--- src/rtl/core/crq_pkg.sv ---
`default_nettype none

package crq_pkg;

    // Number of commands the queue can hold.
    localparam int QUEUE_DEPTH = 5;
    localparam int IDX_W = (QUEUE_DEPTH > 1) ? $clog2(QUEUE_DEPTH) : 1;
    localparam int CNT_W = $clog2(QUEUE_DEPTH + 1);

    localparam int CFG_IDX_W  = 3;
    localparam int CFG_DATA_W = 16;

    localparam logic [7:0]  SEQ_LIMIT   = 8'd254;
    localparam logic [7:0]  SENDS_MAX   = 8'd255;
    localparam logic [15:0] ELAPSED_MAX = 16'hFFFF;

    localparam logic [15:0] RETRY_RESET     = 16'd500;
    localparam logic [7:0]  MAX_SENDS_RESET = 8'd20;
    localparam logic [7:0]  HOPS_RESET      = 8'd5;

    typedef enum logic [1:0] {
        CMD_TICK = 2'd0,
        CMD_HOST = 2'd1,
        CMD_RX   = 2'd2
    } cmd_t;

    typedef enum logic [2:0] {
        HK_NONE = 3'd0,
        HK_HELP = 3'd1,
        HK_WARN = 3'd2,
        HK_MARK = 3'd3,
        HK_PING = 3'd4
    } host_kind_t;

    typedef enum logic [CFG_IDX_W-1:0] {
        CFG_RETRY     = 3'd0,
        CFG_MAX_SENDS = 3'd1,
        CFG_MESH      = 3'd2,
        CFG_DEVICE    = 3'd3,
        CFG_HOPS      = 3'd4
    } cfg_idx_t;

    typedef struct packed {
        logic [1:0]  command;
        logic [2:0]  usb_kind;
        logic [7:0]  dest_id;
        logic [31:0] lat_bits;
        logic [31:0] lng_bits;
        logic        rx_pong;
    } item_t;

    typedef struct packed {
        logic [1:0]  kind;
        logic [7:0]  dest;
        logic [31:0] lat;
        logic [31:0] lng;
    } entry_t;

    typedef struct packed {
        logic   avail;
        entry_t entry;
    } head_t;

    typedef struct packed {
        logic [15:0] retry_interval;
        logic [7:0]  max_sends;
        logic [7:0]  mesh_id;
        logic [7:0]  device_id;
        logic [7:0]  hop_limit;
    } cfg_t;

    typedef struct packed {
        logic        tx_valid;
        logic [7:0]  tx_mesh;
        logic [7:0]  tx_source;
        logic [7:0]  tx_dest;
        logic [7:0]  tx_hops;
        logic [1:0]  tx_kind;
        logic [7:0]  tx_sequence;
        logic [31:0] tx_lat;
        logic [31:0] tx_lng;
        logic        busy_res;
    } tx_t;

    typedef struct packed {
        tx_t        tx;
        logic [2:0] queue_level;
        logic       dropped;
    } result_t;

endpackage

`default_nettype wire

--- src/rtl/core/crq_if.sv ---
`default_nettype none

interface crq_in_if;
    logic        valid;
    logic        ready;
    logic [1:0]  command;
    logic [2:0]  usb_kind;
    logic [7:0]  dest_id;
    logic [31:0] lat_bits;
    logic [31:0] lng_bits;
    logic        rx_pong;

    modport source (output valid, command, usb_kind, dest_id, lat_bits, lng_bits, rx_pong,
                    input ready);
    modport sink (input valid, command, usb_kind, dest_id, lat_bits, lng_bits, rx_pong,
                  output ready);
endinterface

interface crq_out_if;
    logic        valid;
    logic        ready;
    logic        tx_valid;
    logic [7:0]  tx_mesh;
    logic [7:0]  tx_source;
    logic [7:0]  tx_dest;
    logic [7:0]  tx_hops;
    logic [1:0]  tx_kind;
    logic [7:0]  tx_sequence;
    logic [31:0] tx_lat;
    logic [31:0] tx_lng;
    logic        busy_res;
    logic [2:0]  queue_level;
    logic        dropped;

    modport source (output valid, tx_valid, tx_mesh, tx_source, tx_dest, tx_hops, tx_kind,
                    tx_sequence, tx_lat, tx_lng, busy_res, queue_level, dropped,
                    input ready);
    modport sink (input valid, tx_valid, tx_mesh, tx_source, tx_dest, tx_hops, tx_kind,
                  tx_sequence, tx_lat, tx_lng, busy_res, queue_level, dropped,
                  output ready);
endinterface

interface crq_cfg_if;
    logic                            valid;
    logic                            ready;
    logic [crq_pkg::CFG_IDX_W-1:0]  index;
    logic [crq_pkg::CFG_DATA_W-1:0] data;

    modport source (output valid, index, data, input ready);
    modport sink (input valid, index, data, output ready);
endinterface

`default_nettype wire

--- src/rtl/core/crq_fifo.sv ---
`default_nettype none

// Command FIFO. An entry pushed into an empty queue is forwarded to the head
// in the same cycle so that it can be taken by the same item.
module crq_fifo (
    input  wire logic           clk,
    input  wire logic           rst_n,
    input  wire logic           fire,
    input  wire crq_pkg::item_t item,
    input  wire logic           pop,
    output crq_pkg::head_t      head,
    output logic [2:0]          level,
    output logic                dropped
);

    crq_pkg::entry_t mem [crq_pkg::QUEUE_DEPTH];

    logic [crq_pkg::IDX_W-1:0] head_reg, head_next;
    logic [crq_pkg::IDX_W-1:0] tail_reg, tail_next;
    logic [crq_pkg::CNT_W-1:0] count_reg, count_next;

    logic            push_req;
    logic            full;
    logic            push;
    crq_pkg::entry_t in_entry;

    function automatic logic [crq_pkg::IDX_W-1:0] next_slot(
        input logic [crq_pkg::IDX_W-1:0] i
    );
        logic [crq_pkg::IDX_W-1:0] r;
        if (i == crq_pkg::IDX_W'(crq_pkg::QUEUE_DEPTH - 1))
        begin
            r = '0;
        end
        else
        begin
            r = i + crq_pkg::IDX_W'(1);
        end
        return r;
    endfunction

    always_comb
    begin
        push_req = fire && (item.command == crq_pkg::CMD_HOST)
                   && (item.usb_kind >= crq_pkg::HK_HELP)
                   && (item.usb_kind <= crq_pkg::HK_PING);
        full     = (count_reg == crq_pkg::CNT_W'(crq_pkg::QUEUE_DEPTH));
        push     = push_req && !full;
        dropped  = push_req && full;

        in_entry.kind = 2'(item.usb_kind - 3'd1);
        in_entry.dest = item.dest_id;
        in_entry.lat  = item.lat_bits;
        in_entry.lng  = item.lng_bits;

        head.avail = (count_reg != '0) || push;
        head.entry = (count_reg == '0) ? in_entry : mem[head_reg];

        head_next  = pop ? next_slot(head_reg) : head_reg;
        tail_next  = push ? next_slot(tail_reg) : tail_reg;
        count_next = crq_pkg::CNT_W'(count_reg + crq_pkg::CNT_W'(push)
                                     - crq_pkg::CNT_W'(pop));
        level      = 3'(count_next);
    end

    always_ff @(posedge clk)
    begin
        if (push)
        begin
            mem[tail_reg] <= in_entry;
        end
    end

    always_ff @(posedge clk or negedge rst_n)
    begin
        if (!rst_n)
        begin
            head_reg  <= '0;
            tail_reg  <= '0;
            count_reg <= '0;
        end
        else
        begin
            head_reg  <= head_next;
            tail_reg  <= tail_next;
            count_reg <= count_next;
        end
    end

endmodule

`default_nettype wire

--- src/rtl/core/crq_engine.sv ---
`default_nettype none

// Current command, retry timer, send counter and sequence number.
module crq_engine (
    input  wire logic           clk,
    input  wire logic           rst_n,
    input  wire logic           fire,
    input  wire crq_pkg::item_t item,
    input  wire crq_pkg::cfg_t  cfg,
    input  wire crq_pkg::head_t head,
    output logic                pop,
    output crq_pkg::tx_t        tx
);

    logic            sending_reg, sending_next;
    logic            due_reg, due_next;
    logic [7:0]      sends_reg, sends_next;
    logic [15:0]     elapsed_reg, elapsed_next;
    logic [7:0]      seq_reg, seq_next;
    crq_pkg::entry_t cur_reg, cur_next;

    logic       rx_clear;
    logic       tick;
    logic       send;
    logic [7:0] sends_inc;
    logic [7:0] seq_inc;

    always_comb
    begin
        rx_clear = fire && (item.command == crq_pkg::CMD_RX) && item.rx_pong;
        tick     = fire && (item.command == crq_pkg::CMD_TICK);

        // A pong acknowledge retires the current command first.
        sending_next = sending_reg && !rx_clear;
        due_next     = due_reg && !rx_clear;
        sends_next   = rx_clear ? 8'd0 : sends_reg;
        seq_next     = seq_reg;
        cur_next     = cur_reg;

        elapsed_next = elapsed_reg;
        if (tick && (elapsed_reg != crq_pkg::ELAPSED_MAX))
        begin
            elapsed_next = elapsed_reg + 16'd1;
        end

        // Take the head when nothing is being repeated.
        pop = fire && !sending_next && head.avail;
        if (pop)
        begin
            cur_next     = head.entry;
            sending_next = 1'b1;
            due_next     = 1'b1;
            sends_next   = 8'd0;
        end

        send      = tick && sending_next
                    && (due_next || (elapsed_next >= cfg.retry_interval));
        sends_inc = (sends_next == crq_pkg::SENDS_MAX) ? sends_next : sends_next + 8'd1;
        seq_inc   = seq_reg + 8'd1;

        if (send)
        begin
            due_next     = 1'b0;
            elapsed_next = 16'd0;
            seq_next     = (seq_inc >= crq_pkg::SEQ_LIMIT) ? 8'd1 : seq_inc;
            if (sends_inc >= cfg.max_sends)
            begin
                sending_next = 1'b0;
                sends_next   = 8'd0;
            end
            else
            begin
                sends_next = sends_inc;
            end
        end

        tx = '0;
        if (send)
        begin
            tx.tx_valid    = 1'b1;
            tx.tx_mesh     = cfg.mesh_id;
            tx.tx_source   = cfg.device_id;
            tx.tx_dest     = cur_next.dest;
            tx.tx_hops     = cfg.hop_limit;
            tx.tx_kind     = cur_next.kind;
            tx.tx_sequence = seq_next;
            tx.tx_lat      = cur_next.lat;
            tx.tx_lng      = cur_next.lng;
        end
        tx.busy_res = sending_next;
    end

    always_ff @(posedge clk or negedge rst_n)
    begin
        if (!rst_n)
        begin
            sending_reg <= 1'b0;
            due_reg     <= 1'b0;
            sends_reg   <= 8'd0;
            elapsed_reg <= 16'd0;
            seq_reg     <= 8'd0;
            cur_reg     <= '0;
        end
        else
        begin
            sending_reg <= sending_next;
            due_reg     <= due_next;
            sends_reg   <= sends_next;
            elapsed_reg <= elapsed_next;
            seq_reg     <= seq_next;
            cur_reg     <= cur_next;
        end
    end

endmodule

`default_nettype wire

--- src/rtl/core/command_retransmit_queue.sv ---
// Channel   Role    Transfer contents
// in_ch     sink    command, usb_kind, dest_id, lat_bits, lng_bits, rx_pong
// out_ch    source  tx_* frame fields, busy_res, queue_level, dropped
// cfg       sink    index (register number), data (write value)
//
// Each input transfer yields one output transfer, registered first in the input
// register and then in the result register. The queue update, dequeue and
// send decision settle in one pass into the result register, so one item per
// cycle is sustained while out_ch.ready stays high. Reset (rst_n low, asynchronous)
// empties the queue and loads the register reset values. A stalled output holds both
// registers, and in_ch.ready drops once both are occupied while out_ch.ready is low.
`default_nettype none

module command_retransmit_queue (
    input  wire logic  clk,
    input  wire logic  rst_n,
    crq_in_if.sink     in_ch,
    crq_out_if.source  out_ch,
    crq_cfg_if.sink    cfg
);

    // Input register stage.
    logic            a_valid_reg, a_valid_next;
    crq_pkg::item_t  a_item_reg;

    // Result register stage.
    logic             b_valid_reg, b_valid_next;
    crq_pkg::result_t b_res_reg;

    // Configuration registers.
    crq_pkg::cfg_t cfg_reg, cfg_next;

    logic             b_free;
    logic             fire;
    logic             in_xfer;
    crq_pkg::item_t   in_item;
    crq_pkg::head_t   head;
    logic             pop;
    logic [2:0]       level;
    logic             dropped;
    crq_pkg::tx_t     tx;
    crq_pkg::result_t result;

    // The result register is free when empty or when its transfer completes
    // this cycle; the item in the input register is processed exactly then.
    assign b_free      = !b_valid_reg || out_ch.ready;
    assign fire        = a_valid_reg && b_free;
    assign in_ch.ready = !a_valid_reg || b_free;
    assign in_xfer     = in_ch.valid && in_ch.ready;

    always_comb
    begin
        in_item.command  = in_ch.command;
        in_item.usb_kind = in_ch.usb_kind;
        in_item.dest_id  = in_ch.dest_id;
        in_item.lat_bits = in_ch.lat_bits;
        in_item.lng_bits = in_ch.lng_bits;
        in_item.rx_pong  = in_ch.rx_pong;

        a_valid_next = in_xfer || (a_valid_reg && !fire);
        b_valid_next = fire || (b_valid_reg && !out_ch.ready);
    end

    crq_fifo u_fifo (
        .clk     (clk),
        .rst_n   (rst_n),
        .fire    (fire),
        .item    (a_item_reg),
        .pop     (pop),
        .head    (head),
        .level   (level),
        .dropped (dropped)
    );

    crq_engine u_engine (
        .clk   (clk),
        .rst_n (rst_n),
        .fire  (fire),
        .item  (a_item_reg),
        .cfg   (cfg_reg),
        .head  (head),
        .pop   (pop),
        .tx    (tx)
    );

    always_comb
    begin
        result.tx          = tx;
        result.queue_level = level;
        result.dropped     = dropped;
    end

    // Configuration writes are always taken; unknown indexes are ignored.
    assign cfg.ready = 1'b1;

    always_comb
    begin
        cfg_next = cfg_reg;
        if (cfg.valid)
        begin
            case (cfg.index)
                crq_pkg::CFG_RETRY:     cfg_next.retry_interval = cfg.data;
                crq_pkg::CFG_MAX_SENDS: cfg_next.max_sends      = cfg.data[7:0];
                crq_pkg::CFG_MESH:      cfg_next.mesh_id        = cfg.data[7:0];
                crq_pkg::CFG_DEVICE:    cfg_next.device_id      = cfg.data[7:0];
                crq_pkg::CFG_HOPS:      cfg_next.hop_limit      = cfg.data[7:0];
                default:                cfg_next = cfg_reg;
            endcase
        end
    end

    always_ff @(posedge clk or negedge rst_n)
    begin
        if (!rst_n)
        begin
            a_valid_reg            <= 1'b0;
            b_valid_reg            <= 1'b0;
            cfg_reg.retry_interval <= crq_pkg::RETRY_RESET;
            cfg_reg.max_sends      <= crq_pkg::MAX_SENDS_RESET;
            cfg_reg.mesh_id        <= 8'd0;
            cfg_reg.device_id      <= 8'd0;
            cfg_reg.hop_limit      <= crq_pkg::HOPS_RESET;
        end
        else
        begin
            a_valid_reg <= a_valid_next;
            b_valid_reg <= b_valid_next;
            cfg_reg     <= cfg_next;
        end
    end

    // Payload registers carry no reset.
    always_ff @(posedge clk)
    begin
        if (in_xfer)
        begin
            a_item_reg <= in_item;
        end
        if (fire)
        begin
            b_res_reg <= result;
        end
    end

    assign out_ch.valid       = b_valid_reg;
    assign out_ch.tx_valid    = b_res_reg.tx.tx_valid;
    assign out_ch.tx_mesh     = b_res_reg.tx.tx_mesh;
    assign out_ch.tx_source   = b_res_reg.tx.tx_source;
    assign out_ch.tx_dest     = b_res_reg.tx.tx_dest;
    assign out_ch.tx_hops     = b_res_reg.tx.tx_hops;
    assign out_ch.tx_kind     = b_res_reg.tx.tx_kind;
    assign out_ch.tx_sequence = b_res_reg.tx.tx_sequence;
    assign out_ch.tx_lat      = b_res_reg.tx.tx_lat;
    assign out_ch.tx_lng      = b_res_reg.tx.tx_lng;
    assign out_ch.busy_res    = b_res_reg.tx.busy_res;
    assign out_ch.queue_level = b_res_reg.queue_level;
    assign out_ch.dropped     = b_res_reg.dropped;

`ifndef SYNTHESIS
    // A sent frame always carries a sequence number in the range 1 to 253.
    a_seq_range: assert property (@(posedge clk) disable iff (!rst_n)
        (b_valid_reg && b_res_reg.tx.tx_valid) |->
        ((b_res_reg.tx.tx_sequence != 8'd0)
         && (b_res_reg.tx.tx_sequence < crq_pkg::SEQ_LIMIT)))
        else $error("sent frame with sequence number out of range");

    // An item waiting behind a stalled result is neither lost nor altered.
    a_hold_item: assert property (@(posedge clk) disable iff (!rst_n)
        (a_valid_reg && !b_free) |=> (a_valid_reg && $stable(a_item_reg)))
        else $error("input register changed while the result stage was stalled");

    // A new result only appears after an item was processed.
    a_result_src: assert property (@(posedge clk) disable iff (!rst_n)
        $rose(b_valid_reg) |-> $past(fire))
        else $error("result register filled without a processed item");
`endif

endmodule

`default_nettype wire
--- src/flat_wrapper.sv ---
// flat-port wrapper written by rule: the top's interface ports become plain ports
module command_retransmit_queue_flat 
  (clk, rst_n, in_ch_valid, in_ch_command, in_ch_usb_kind, in_ch_dest_id, in_ch_lat_bits, in_ch_lng_bits, in_ch_rx_pong, in_ch_ready, out_ch_valid, out_ch_tx_valid, out_ch_tx_mesh, out_ch_tx_source, out_ch_tx_dest, out_ch_tx_hops, out_ch_tx_kind, out_ch_tx_sequence, out_ch_tx_lat, out_ch_tx_lng, out_ch_busy_res, out_ch_queue_level, out_ch_dropped, out_ch_ready, cfg_valid, cfg_index, cfg_data, cfg_ready);
  crq_in_if in_ch_i ();
  crq_out_if out_ch_i ();
  crq_cfg_if cfg_i ();
  input  wire logic clk;
  input  wire logic rst_n;
  input wire logic [$bits(in_ch_i.valid)-1:0] in_ch_valid;
  input wire logic [$bits(in_ch_i.command)-1:0] in_ch_command;
  input wire logic [$bits(in_ch_i.usb_kind)-1:0] in_ch_usb_kind;
  input wire logic [$bits(in_ch_i.dest_id)-1:0] in_ch_dest_id;
  input wire logic [$bits(in_ch_i.lat_bits)-1:0] in_ch_lat_bits;
  input wire logic [$bits(in_ch_i.lng_bits)-1:0] in_ch_lng_bits;
  input wire logic [$bits(in_ch_i.rx_pong)-1:0] in_ch_rx_pong;
  output wire logic [$bits(in_ch_i.ready)-1:0] in_ch_ready;
  output wire logic [$bits(out_ch_i.valid)-1:0] out_ch_valid;
  output wire logic [$bits(out_ch_i.tx_valid)-1:0] out_ch_tx_valid;
  output wire logic [$bits(out_ch_i.tx_mesh)-1:0] out_ch_tx_mesh;
  output wire logic [$bits(out_ch_i.tx_source)-1:0] out_ch_tx_source;
  output wire logic [$bits(out_ch_i.tx_dest)-1:0] out_ch_tx_dest;
  output wire logic [$bits(out_ch_i.tx_hops)-1:0] out_ch_tx_hops;
  output wire logic [$bits(out_ch_i.tx_kind)-1:0] out_ch_tx_kind;
  output wire logic [$bits(out_ch_i.tx_sequence)-1:0] out_ch_tx_sequence;
  output wire logic [$bits(out_ch_i.tx_lat)-1:0] out_ch_tx_lat;
  output wire logic [$bits(out_ch_i.tx_lng)-1:0] out_ch_tx_lng;
  output wire logic [$bits(out_ch_i.busy_res)-1:0] out_ch_busy_res;
  output wire logic [$bits(out_ch_i.queue_level)-1:0] out_ch_queue_level;
  output wire logic [$bits(out_ch_i.dropped)-1:0] out_ch_dropped;
  input wire logic [$bits(out_ch_i.ready)-1:0] out_ch_ready;
  input wire logic [$bits(cfg_i.valid)-1:0] cfg_valid;
  input wire logic [$bits(cfg_i.index)-1:0] cfg_index;
  input wire logic [$bits(cfg_i.data)-1:0] cfg_data;
  output wire logic [$bits(cfg_i.ready)-1:0] cfg_ready;
  assign in_ch_i.valid = in_ch_valid;
  assign in_ch_i.command = in_ch_command;
  assign in_ch_i.usb_kind = in_ch_usb_kind;
  assign in_ch_i.dest_id = in_ch_dest_id;
  assign in_ch_i.lat_bits = in_ch_lat_bits;
  assign in_ch_i.lng_bits = in_ch_lng_bits;
  assign in_ch_i.rx_pong = in_ch_rx_pong;
  assign in_ch_ready = in_ch_i.ready;
  assign out_ch_valid = out_ch_i.valid;
  assign out_ch_tx_valid = out_ch_i.tx_valid;
  assign out_ch_tx_mesh = out_ch_i.tx_mesh;
  assign out_ch_tx_source = out_ch_i.tx_source;
  assign out_ch_tx_dest = out_ch_i.tx_dest;
  assign out_ch_tx_hops = out_ch_i.tx_hops;
  assign out_ch_tx_kind = out_ch_i.tx_kind;
  assign out_ch_tx_sequence = out_ch_i.tx_sequence;
  assign out_ch_tx_lat = out_ch_i.tx_lat;
  assign out_ch_tx_lng = out_ch_i.tx_lng;
  assign out_ch_busy_res = out_ch_i.busy_res;
  assign out_ch_queue_level = out_ch_i.queue_level;
  assign out_ch_dropped = out_ch_i.dropped;
  assign out_ch_i.ready = out_ch_ready;
  assign cfg_i.valid = cfg_valid;
  assign cfg_i.index = cfg_index;
  assign cfg_i.data = cfg_data;
  assign cfg_ready = cfg_i.ready;
  command_retransmit_queue u_core (.clk(clk), .rst_n(rst_n), .in_ch(in_ch_i), .out_ch(out_ch_i), .cfg(cfg_i));
endmodule
--- config.mk ---
export PLATFORM = sky130hd
export DESIGN_NAME = command_retransmit_queue_flat
export DESIGN_NICKNAME = d
export VERILOG_FILES = /design/src/rtl/core/crq_pkg.sv /design/src/rtl/core/crq_if.sv /design/src/rtl/core/crq_fifo.sv /design/src/rtl/core/crq_engine.sv /design/src/rtl/core/command_retransmit_queue.sv /design/src/flat_wrapper.sv
export SDC_FILE = /design/constraint.sdc
export NUM_CORES = 1
export LEC_CHECK = 0
export ABC_AREA = 1
export BUFFER_PORTS_ARGS = -buffer_cell sky130_fd_sc_hd__buf_2
export CORE_AREA = 2 2 280 282
export DETAILED_ROUTE_END_ITERATION = 10
export DIE_AREA = 0 0 282 284
export PLACE_DENSITY = 0.52
export SYNTH_ARGS = -nofsm -noshare
export SYNTH_HDL_FRONTEND = slang
export SYNTH_SLANG_ARGS = --single-unit
--- constraint.sdc ---
create_clock -name clk -period 22.7 [get_ports clk]
set_input_delay 3.405 -clock clk [delete_from_list [all_inputs] [get_ports clk]]
set_output_delay 3.405 -clock clk [all_outputs]
set_load 0.03 [all_outputs]
# Word-level counts from Yosys, hierarchy flattened
# Memory sizes are Yosys's and may differ from the RTL's.
# Cells that the tools add are included.
# W data, S select, Z words.
[word_totals] register_bits=357 ramBits=370 inputBits=102 out_inout_bits=115 elab_cells=124 memories=1
[memory_table] memory="u_core.u_fifo.mem" words=5 width=74 rd=1 rd_ports_with_merged_regs=0 wr=1 line="crq_fifo.sv:16" rtl="crq_pkg::entry_t mem [crq_pkg::QUEUE_DEPTH];"
[op_classes] add_sub_neg=8 n_lt_le_gt_ge=5 eq_ne=11 n_mux=21 n_reduce_logical=41
[ops] op="$mux W74" n=2
[ops] op="$mux W107" n=1
[ops] op="$mux W8" n=7
[ops] op="$mux W16" n=2
[ops] op="$logic_and A1 B1 Y1" n=19
[ops] op="$add A16 B1 Y16 const B" n=1
[ops] op="$add A8 B1 Y8 const B" n=2
[ops] op="$ge A16 B16 Y1" n=1
[ops] op="$ne A16 B16 Y1 const B" n=1
[ops] op="$eq A3 B3 Y1 const B" n=4
[ops] op="$reduce_and A2 Y1" n=5
[ops] op="$eq A8 B8 Y1 const B" n=1
[ops] op="$ge A8 B8 Y1" n=1
[ops] op="$ge A8 B8 Y1 const B" n=1
[ops] op="$logic_not A1 Y1" n=7
[ops] op="$mux W1" n=7
[ops] op="$add A3 B1 Y3 const B" n=2
[ops] op="$eq A3 B2 Y1 const B" n=2
[ops] op="$logic_not A3 Y1" n=2
[ops] op="$logic_or A1 B1 Y1" n=6
[ops] op="$mux W3" n=2
[ops] op="$add A3 B1 Y3" n=1
[ops] op="$eq A3 B1 Y1 const B" n=1
[ops] op="$ge A3 B1 Y1 const B" n=1
[ops] op="7 further kinds" n=7

# Longest topological paths before layout
# Gate-level depths: netlist of the first run.
[logic_depth] depth_word=16 ltp_mapped=29 mapped_depth_nobuf=28

# Cells and area by module
# Synthesis of the first run repeated with hierarchy kept, for this count alone.
[unflattened] cells_unflattened=2769 hier_area_um2=30578.1
[modules_own_cells] module="crq_fifo" n_inst=1 cells_each=1457 area_each_um2=16205.5 seq_area_each_um2=11335.9
[modules_own_cells] module="command_retransmit_queue" n_inst=1 cells_each=420 area_each_um2=7781.2 seq_area_each_um2=6969.2
[modules_own_cells] module="crq_engine" n_inst=1 cells_each=892 area_each_um2=6591.3 seq_area_each_um2=2702.6

# Least setup slack after synthesis of the first run
# OpenSTA, ideal clock, no wires.
[synth_path] path_type="in2reg" start="input port out_ch_ready" end="memory u_core.u_fifo.mem[4][0] in the netlist's numbering, enable pin" setup_time_ps=688 arrival_time_ps=14791 t_required_ps=22012 setup_slack_ps=7221 cell_stages=6 path_buffers=0 path_cell_list="inv_2 > a21oi_2 > nand3_1 > a31oi_1 > inv_1 > nor4_1"
[synth_between] elab_chain_len=8
[synth_rtl] item="start: declaration" line="flat_wrapper.sv:30" rtl="input wire logic [$bits(out_ch_i.ready)-1:0] out_ch_ready;"
[synth_rtl] item="$logic_or A1 B1 Y1" line="command_retransmit_queue.sv:46" rtl="assign b_free = !b_valid_reg || out_ch.ready;"
[synth_rtl] item="$logic_and A1 B1 Y1" line="command_retransmit_queue.sv:47" rtl="assign fire = a_valid_reg && b_free;"
[synth_rtl] item="named net u_core.fire" line="command_retransmit_queue.sv:34" rtl="logic fire;"
[synth_rtl] item="$logic_and A1 B1 Y1" line="crq_fifo.sv:44" rtl="push_req = fire && (item.command == crq_pkg::CMD_HOST)"
[synth_rtl] item="$logic_and A1 B1 Y1" line="crq_fifo.sv:45" rtl="&& (item.usb_kind >= crq_pkg::HK_HELP)"
[synth_rtl] item="$logic_and A1 B1 Y1" line="crq_fifo.sv:46" rtl="&& (item.usb_kind <= crq_pkg::HK_PING);"
[synth_rtl] item="$logic_and A1 B1 Y1" line="crq_fifo.sv:48" rtl="push = push_req && !full;"
[synth_rtl] item="$mux W1" line="crq_fifo.sv:68" rtl="if (push)"
[synth_rtl] item="$mux W1 (implied by the code)" line="crq_fifo.sv:70" rtl="mem[tail_reg] <= in_entry;"
[synth_rtl] item="end: declaration" line="crq_fifo.sv:16"
# The timed path passes the listed nets, and every way through them passes these cells.

# Final worst setup path of the first run
[layout_path] start="input port out_ch_ready" end="register u_core.u_engine.sends_reg[5]"
[layout_between] elab_chain_len=15 elab_cells_between_ends=32 classes_between="add/sub (1); order compare (2); eq/ne (1); mux (8); reduce/logical (20)"
[layout_rtl] item="$logic_or A1 B1 Y1 *" line="command_retransmit_queue.sv:46"
[layout_rtl] item="$logic_and A1 B1 Y1 *" line="command_retransmit_queue.sv:47"
[layout_rtl] item="named net u_core.fire" line="command_retransmit_queue.sv:34"
[layout_rtl] item="$logic_and A1 B1 Y1 (2 in series)" line="crq_engine.sv:30" rtl="rx_clear = fire && (item.command == crq_pkg::CMD_RX) && item.rx_pong;"
[layout_rtl] item="$logic_not A1 Y1" line="crq_engine.sv:34, crq_engine.sv:35"
[layout_rtl] item="$logic_and A1 B1 Y1" line="crq_engine.sv:34" rtl="sending_next = sending_reg && !rx_clear;"
[layout_rtl] item="$logic_not A1 Y1" line="crq_engine.sv:47" rtl="pop = fire && !sending_next && head.avail;"
[layout_rtl] item="$logic_and A1 B1 Y1 (2 in series)" line="crq_engine.sv:47"
[layout_rtl] item="$mux W8" line="crq_engine.sv:48" rtl="if (pop)"
[layout_rtl] item="$add A8 B1 Y8 or $eq A8 B8 Y1 (tied branches)" line="crq_engine.sv:58" rtl="sends_inc = (sends_next == crq_pkg::SENDS_MAX) ? sends_next : sends_next + 8'd1;"
[layout_rtl] item="$mux W8" line="crq_engine.sv:58"
[layout_rtl] item="$ge A8 B8 Y1" line="crq_engine.sv:66" rtl="if (sends_inc >= cfg.max_sends)"
[layout_rtl] item="$mux W8" line="crq_engine.sv:66"
[layout_rtl] item="$mux W8 *" line="crq_engine.sv:61" rtl="if (send)"
[layout_rtl] item="named net u_core.u_engine.sends_next[5]" line="crq_engine.sv:17" rtl="logic [7:0] sends_reg, sends_next;"
[layout_rtl] item="end signal: assignment" line="crq_engine.sv:108" rtl="sends_reg <= sends_next;"
[layout_rtl] item="end: declaration" line="crq_engine.sv:17"
# The timed path passes the listed nets; every way through them passes the cells marked *.
# A chain may end at the register's enable or synchronous reset.

==> results of run 1 <==
## metrics by stage
| step | setup slack (ns) | power [mW] | utilization | hold WS [ns] | cell area, µm² |
|---|---|---|---|---|---|
| after floorplan | 7.22 | 2.44 | - | 0.445 | 29000 |
| after global placement | 14.30 | 2.75 | 0.404 | 0.459 | 31100 |
| after detailed placement | 14.22 | 2.76 | 0.404 | 0.461 | 31100 |
| after CTS | 14.91 | 4.07 | 0.438 | 0.477 | 33700 |
| after global routing | 14.40 | 4.26 | 0.438 | 0.505 | 33700 |
| final | 14.96 | 4.02 | 0.438 | 0.474 | 33700 |
## placed cells by master (no fill, tap or decap), drive strengths merged, types with 13 or more instances in the layout
master | netlist | routed
edfxtp | 560 | 560
nand2 | 385 | 385
o21ai | 342 | 342
nor2 | 327 | 327
buf | 43 | 239
inv | 187 | 192
dfrtp | 157 | 157
clkbuf | 77 | 116
nand3 | 64 | 64
o22ai | 59 | 59
a21oi | 57 | 57
ha | 36 | 36
o211ai | 31 | 31
or2 | 28 | 28
clkinv | 1 | 24
xor2 | 18 | 18
nor3 | 13 | 13
## metal layers
layer,track usage,part of all wire,vias up
li1,-,-,8793
met1,0.242,0.45,9066
met2,0.298,0.48,416
met3,0.0402,0.056,114
met4,0.0493,0.017,22
met5,0,0.0019,-
## critical path: cells and delay by family
kind,cells,cell delay (ns)
buf+inv,7,1.38
fa+ha+maj,2,0.51
simple gates,16,2.04
compound gates,3,0.92
## final cells by class
cell class	count	area, µm²	area share
Tap cell	1040	1300	0.0386
Clock buffer	115	2260	0.0672
Inverter	188	716	0.0212
Clock inverter	35	363	0.0108
Sequential cell	727	21000	0.624
Multi-Input combinational cell	1388	6770	0.201
Timing Repair Buffer	240	1270	0.0378
## cell families after synthesis
family                     count (synthesis)  synth area share
AOI/OAI and AO/OA                        495            0.0918
xor gates and xnor gates                  23           0.00695
adders and majority gates                 37            0.0162
buffers and inverters                    308            0.0435
DFF                                      727             0.725
other                                      1          0.000129
and+or+nand+nor                          832             0.117
## power by group through the flow
stage / clock (mW) / sequential, mW / combinational [mW]
floorplan: 0 / 1.74 / 0.699
global placement: 0 / 1.75 / 0.998
detailed placement: 0 / 1.75 / 1.01
CTS: 1.32 / 1.73 / 1.02
global route: 1.37 / 1.75 / 1.14
finish: 1.29 / 1.73 / 1.00
## worst max path at each step
stage | endpoint | slack, ns | cells past startpoint
after detailed placement | u_core.u_engine.sends_reg[5] | 14.22 | 28
after global placement | u_core.u_engine.sends_reg[5] | 14.30 | 28
after floorplan | u_core.u_fifo.mem[4][0] | 7.22 | 6
after global routing | u_core.u_engine.sends_reg[4] | 14.40 | 28
final | u_core.u_engine.sends_reg[5] | 14.96 | 28
after CTS | u_core.u_engine.sends_reg[0] | 14.91 | 28
==> metrics.txt, run 1 <==
worst endpoint required time=23.27 ns; clk_lat worst skew=0.63 ns; TritonCTS clock tree=yes; vias post-DR=between 15000 and 20000; crit path from=out_ch_ready; Static Leak=between 10 and 15 nW; Syn Nets=~2600; Vias/cell=approximately 4.9; core area=0.0770 mm²; Hold EP=u_core.u_engine.cur_reg[54]; DP Cell Count=3583; Routed WL=72.5 mm; Hold Crit Start=u_core.u_engine.cur_reg[54]; die area=0.0801 mm²; status=completed; ANT nets after route=0; Iter 0 DRT Violations=1323; Fill cells=7119; startpoint class of the critical path=primary input; max_cap viols=0; cells after synthesis=2423; reg-to-reg endpoint=u_core.u_engine.sends_reg[5]; share of the synthesized area in the top cell type=0.580; count of cell types in the netlist=43; CP arrival=8.31 ns; Avg Inst Size Synth=12.0 µm²; max-slew violations=0; die extent in x=282 µm; register area share after synthesis=0.725; Max Freq=129 MHz; Post-synth top cells=560 x edfxtp_1, 381 x nand2_1, 323 x nor2_1; Rel. slew slack=0.267; Clock transition at path regs=0.06 ns; most frequent cell after synthesis=edfxtp_1; Rows=102; WL/cell=a little under 20 µm; Main synth FF type=edfxtp_1; Synth Register Bits=around 730; Clock power frac=0.321; hold-critical path depth=2; Clock Tree Buf Depth=3; Area contributors post-synth=edfxtp_1 58%, dfrtp_1 14%, o21ai_0 5.0%; Final setup viols=0; skew final=between 0.02 and 0.025 ns; Hold Violations, Final=0; first-pass GRT wire length=111 mm; Post-CTS Setup Bufs=0; grt ovf=0; Seq pwr share=0.429; H-tree Lvls=3; DRT Pass-1 Iters=5; combinational share of power=0.250; worst r2r path cells=26; layout cells sized above 1=0.159; CP endpoint kind=flop; fin crit period=7.74 ns; Remaining DRCs=0; Chip Height=between 200 and 300 µm; TNS Setup=0 ns; r2r startpoint=u_core.out_ch.valid; Largest register FFs=370; ys async rst share=0.230; Resized Gates After CTS=0; Final period util=0.341; RePlAce Congestion=0.755; slowest cell delay on critical path=0.69 ns; clock sink count=727; NetSw=roughly 1.3 mW; PD cells=119 mW/mm²; post-route insts no fill=about 3700; Post-CTS Hold Buffers=0; worst-path maximum fanout=53; DP HPWL=40.4 mm; RSZ-0062 raised after global routing=false; Int Pwr=~2.7 mW; initial cell density of the core=0.377; initial antenna violation count=13; Post-synth EDFFs=between 500 and 600; Critical Path Most Common Cell=nand2_1; Ant. Diodes=0; gr usage total=0.181; Synth area leader=edfxtp_1; reg2reg setup slack=17.41 ns; IR drop worst, VDD=0.0610 mV; Area growth, synth to finish=16.2%; largest net degree at the start of global routing=112; Hold Path Class=flop to flop; Top Ports=217; Yosys Warn Count=0; PortBufs=215; synthesized cell area=0.0290 mm²; WS Path Type=primary input to flop; Root Buffer=clkbuf_16; Net count, final=2764; CTS buffer count=80; Sw Share=0.334; Max stage delay cell, worst path=a21oi_4; Worst-Margin Slew=around 1.1 ns; vias in the first global route=18700
No activity file was read; power rests on OpenSTA's default activity.
==> inputs of run 2 (changes only) <==
==> constraint.sdc (replaced) <==
create_clock -name clk -period 7.2 [get_ports clk]
set_input_delay 1.08 -clock clk [delete_from_list [all_inputs] [get_ports clk]]
set_output_delay 1.08 -clock clk [all_outputs]
set_load 0.03 [all_outputs]
==> run 2 against run 1 <==
  * Critical path depth down 2
  * Worst hold slack worse by 0.0018 ns
  * Clock skew up 0.0024 ns
  * Sequential share of layout area down 0.15 points
  * Clock-buffer cell count up 5
  * Global-route usage down 0.096 points
  * Highest routed layer unchanged
==> metrics.txt, run 2 (synthesis results as in run 1) <==
most common cell after layout, fill and taps aside=edfxtp_1; grt ovf=0; CTS buffer count=81; Sw Share=0.329; worst-path maximum fanout=71; PD cells=375 mW/mm²; die extent in x=about 280 µm; skew final=0.0236 ns; Area growth, synth to finish=16.5%; highest-count cells in the layout ignoring fill and taps=560 x edfxtp_1, 380 x nand2_1, 323 x nor2_1, 290 x o21ai_0, 214 x buf_2; vias in the first global route=19000; Net count, final=around 2800; Seq pwr share=0.428; Iter 0 DRT Violations=1294; Hold Violations, Final=0; fin crit period=5.12 ns; Post-Place Cell Area=0.0311 mm²; Largest register FFs=370; max-slew violations=0; r2r startpoint=u_core.u_fifo.count_reg[1]; IR drop worst, VDD=0.194 mV; Worst-Margin Slew=1.05 ns; max_cap viols=0; Vias/cell=approximately 5.0; WS Path Type=flop to flop; Rel. slew slack=0.301; Fill cells=7133; core area=0.0770 mm²; Hold Crit Start=u_core.u_engine.cur_reg[63]; Root Buffer=clkbuf_16; die area=0.0801 mm²; clock sink count=727; CP arrival=5.67 ns; status=completed; H-tree Lvls=3; Clock Tree Buf Depth=3; crit path from=u_core.u_fifo.count_reg[1]; WL/cell=19.1 µm; Clock power frac=0.322; Top Ports=217; Hold Path Class=flop to flop; Int Pwr=approximately 8.5 mW; Rows=102; TritonCTS clock tree=yes; Chip Height=284 µm; initial antenna violation count=9; Routed WL=71.3 mm; Max Freq=just under 200 MHz; DP Cell Count=3581; initial cell density of the core=0.377; Post-CTS Setup Bufs=0; NetSw=between 4 and 5 mW; Resized Gates After CTS=0; first-pass GRT wire length=111 mm; gr usage total=0.181; vias post-DR=18500; Remaining DRCs=0; clk_lat worst skew=0.62 ns; RSZ-0062 raised after global routing=false; CP endpoint kind=flop; largest net degree at the start of global routing=approximately 120; Post-CTS Hold Buffers=0; design area=~0.034 mm²; layout cells sized above 1=0.156; worst endpoint required time=between 7 and 8 ns; ANT nets after route=0; post-route insts no fill=3731; DRT Pass-1 Iters=5; Final setup viols=0; Final period util=0.712; RePlAce Congestion=between 0.8 and 0.9; combinational share of power=0.250; Static Leak=13.2 nW; Clock transition at path regs=around 0.060 ns; PortBufs=~220; DP HPWL=40.2 mm; startpoint class of the critical path=flop
run 2: per-layer routing:
| layer | part of all wire | global-route usage | vias to the layer above |
|---|---|---|---|
| met5 | 0.0012 | 0 | - |
| met4 | 0.026 | 0.0606 | 14 |
| met3 | 0.054 | 0.0387 | 128 |
| met2 | 0.47 | 0.292 | 417 |
| met1 | 0.45 | 0.241 | 9144 |
| li1 | - | - | 8790 |
run 2: path summary, 6_finish.rpt:
kind                                                     end  slack [ns]  cells past startpoint
worst max-delay path            u_core.u_engine.sends_reg[5]        2.08                     26
worst min-delay path             u_core.u_engine.cur_reg[63]        0.47                      2
worst max register to register  u_core.u_engine.sends_reg[5]        2.08                     26
worst min register to register   u_core.u_engine.cur_reg[63]        0.47                      2
max in group asynchronous          u_core.u_fifo.head_reg[1]        5.43                      2
min in group asynchronous                 u_core.cfg_reg[47]        0.49                      1
run 2: power groups by stage:
stage | combinational [mW] | clock, mW | sequential, mW
after floorplan | 2.21 | 0 | 5.50
after global placement | 3.17 | 0 | 5.49
after detailed placement | 3.22 | 0 | 5.50
after CTS | 3.23 | 4.17 | 5.42
after global routing | 3.65 | 4.35 | 5.49
final | 3.17 | 4.07 | 5.42
run 2: layout make-up:
cell class,count,area [µm²],area share
diodes,1,2.50,0.0000741
clock buffers,120,2350,0.0694
clock inverters,29,298,0.00882
inverters,188,714,0.0211
multi-input cells,1388,6810,0.201
flip-flops and latches,727,21000,0.622
well taps,1040,1300,0.0385
repair buffers,238,1290,0.0383
run 2: through the flow:
stage,hold WS (ns),utilization,power (mW),setup TNS (ns),worst slack [ns]
floorplan,0.445,-,7.71,-28.90,-0.195
global placement,0.460,0.405,8.65,0,1.75
detailed placement,0.462,0.405,8.72,0,1.74
CTS,0.477,0.439,12.8,0,2.07
global route,0.503,0.439,13.5,0,1.52
finish,0.472,0.439,12.7,0,2.08
run 2: critical path, stage by stage (launching register included):
cell and delay, ns:
dfrtp_1 0.43, nor2_1 0.20, nand2_4 0.41, nand2_1 0.20, nand2_1 0.11, nand2_4 0.46, inv_4 0.43, nor3_1 0.40
ha_1 0.23, inv_1 0.06, nor3_1 0.16, nand3_1 0.14, nor2_2 0.20, nand2_2 0.14, nand2_1 0.09, nand2_1 0.07
ha_1 0.29, inv_1 0.06, nor2_1 0.04, nor2_1 0.07, o21ai_0 0.08, nand2_1 0.07, o2111a_1 0.15, inv_1 0.06
nor2_2 0.31, nand2_1 0.11, nand2_1 0.07
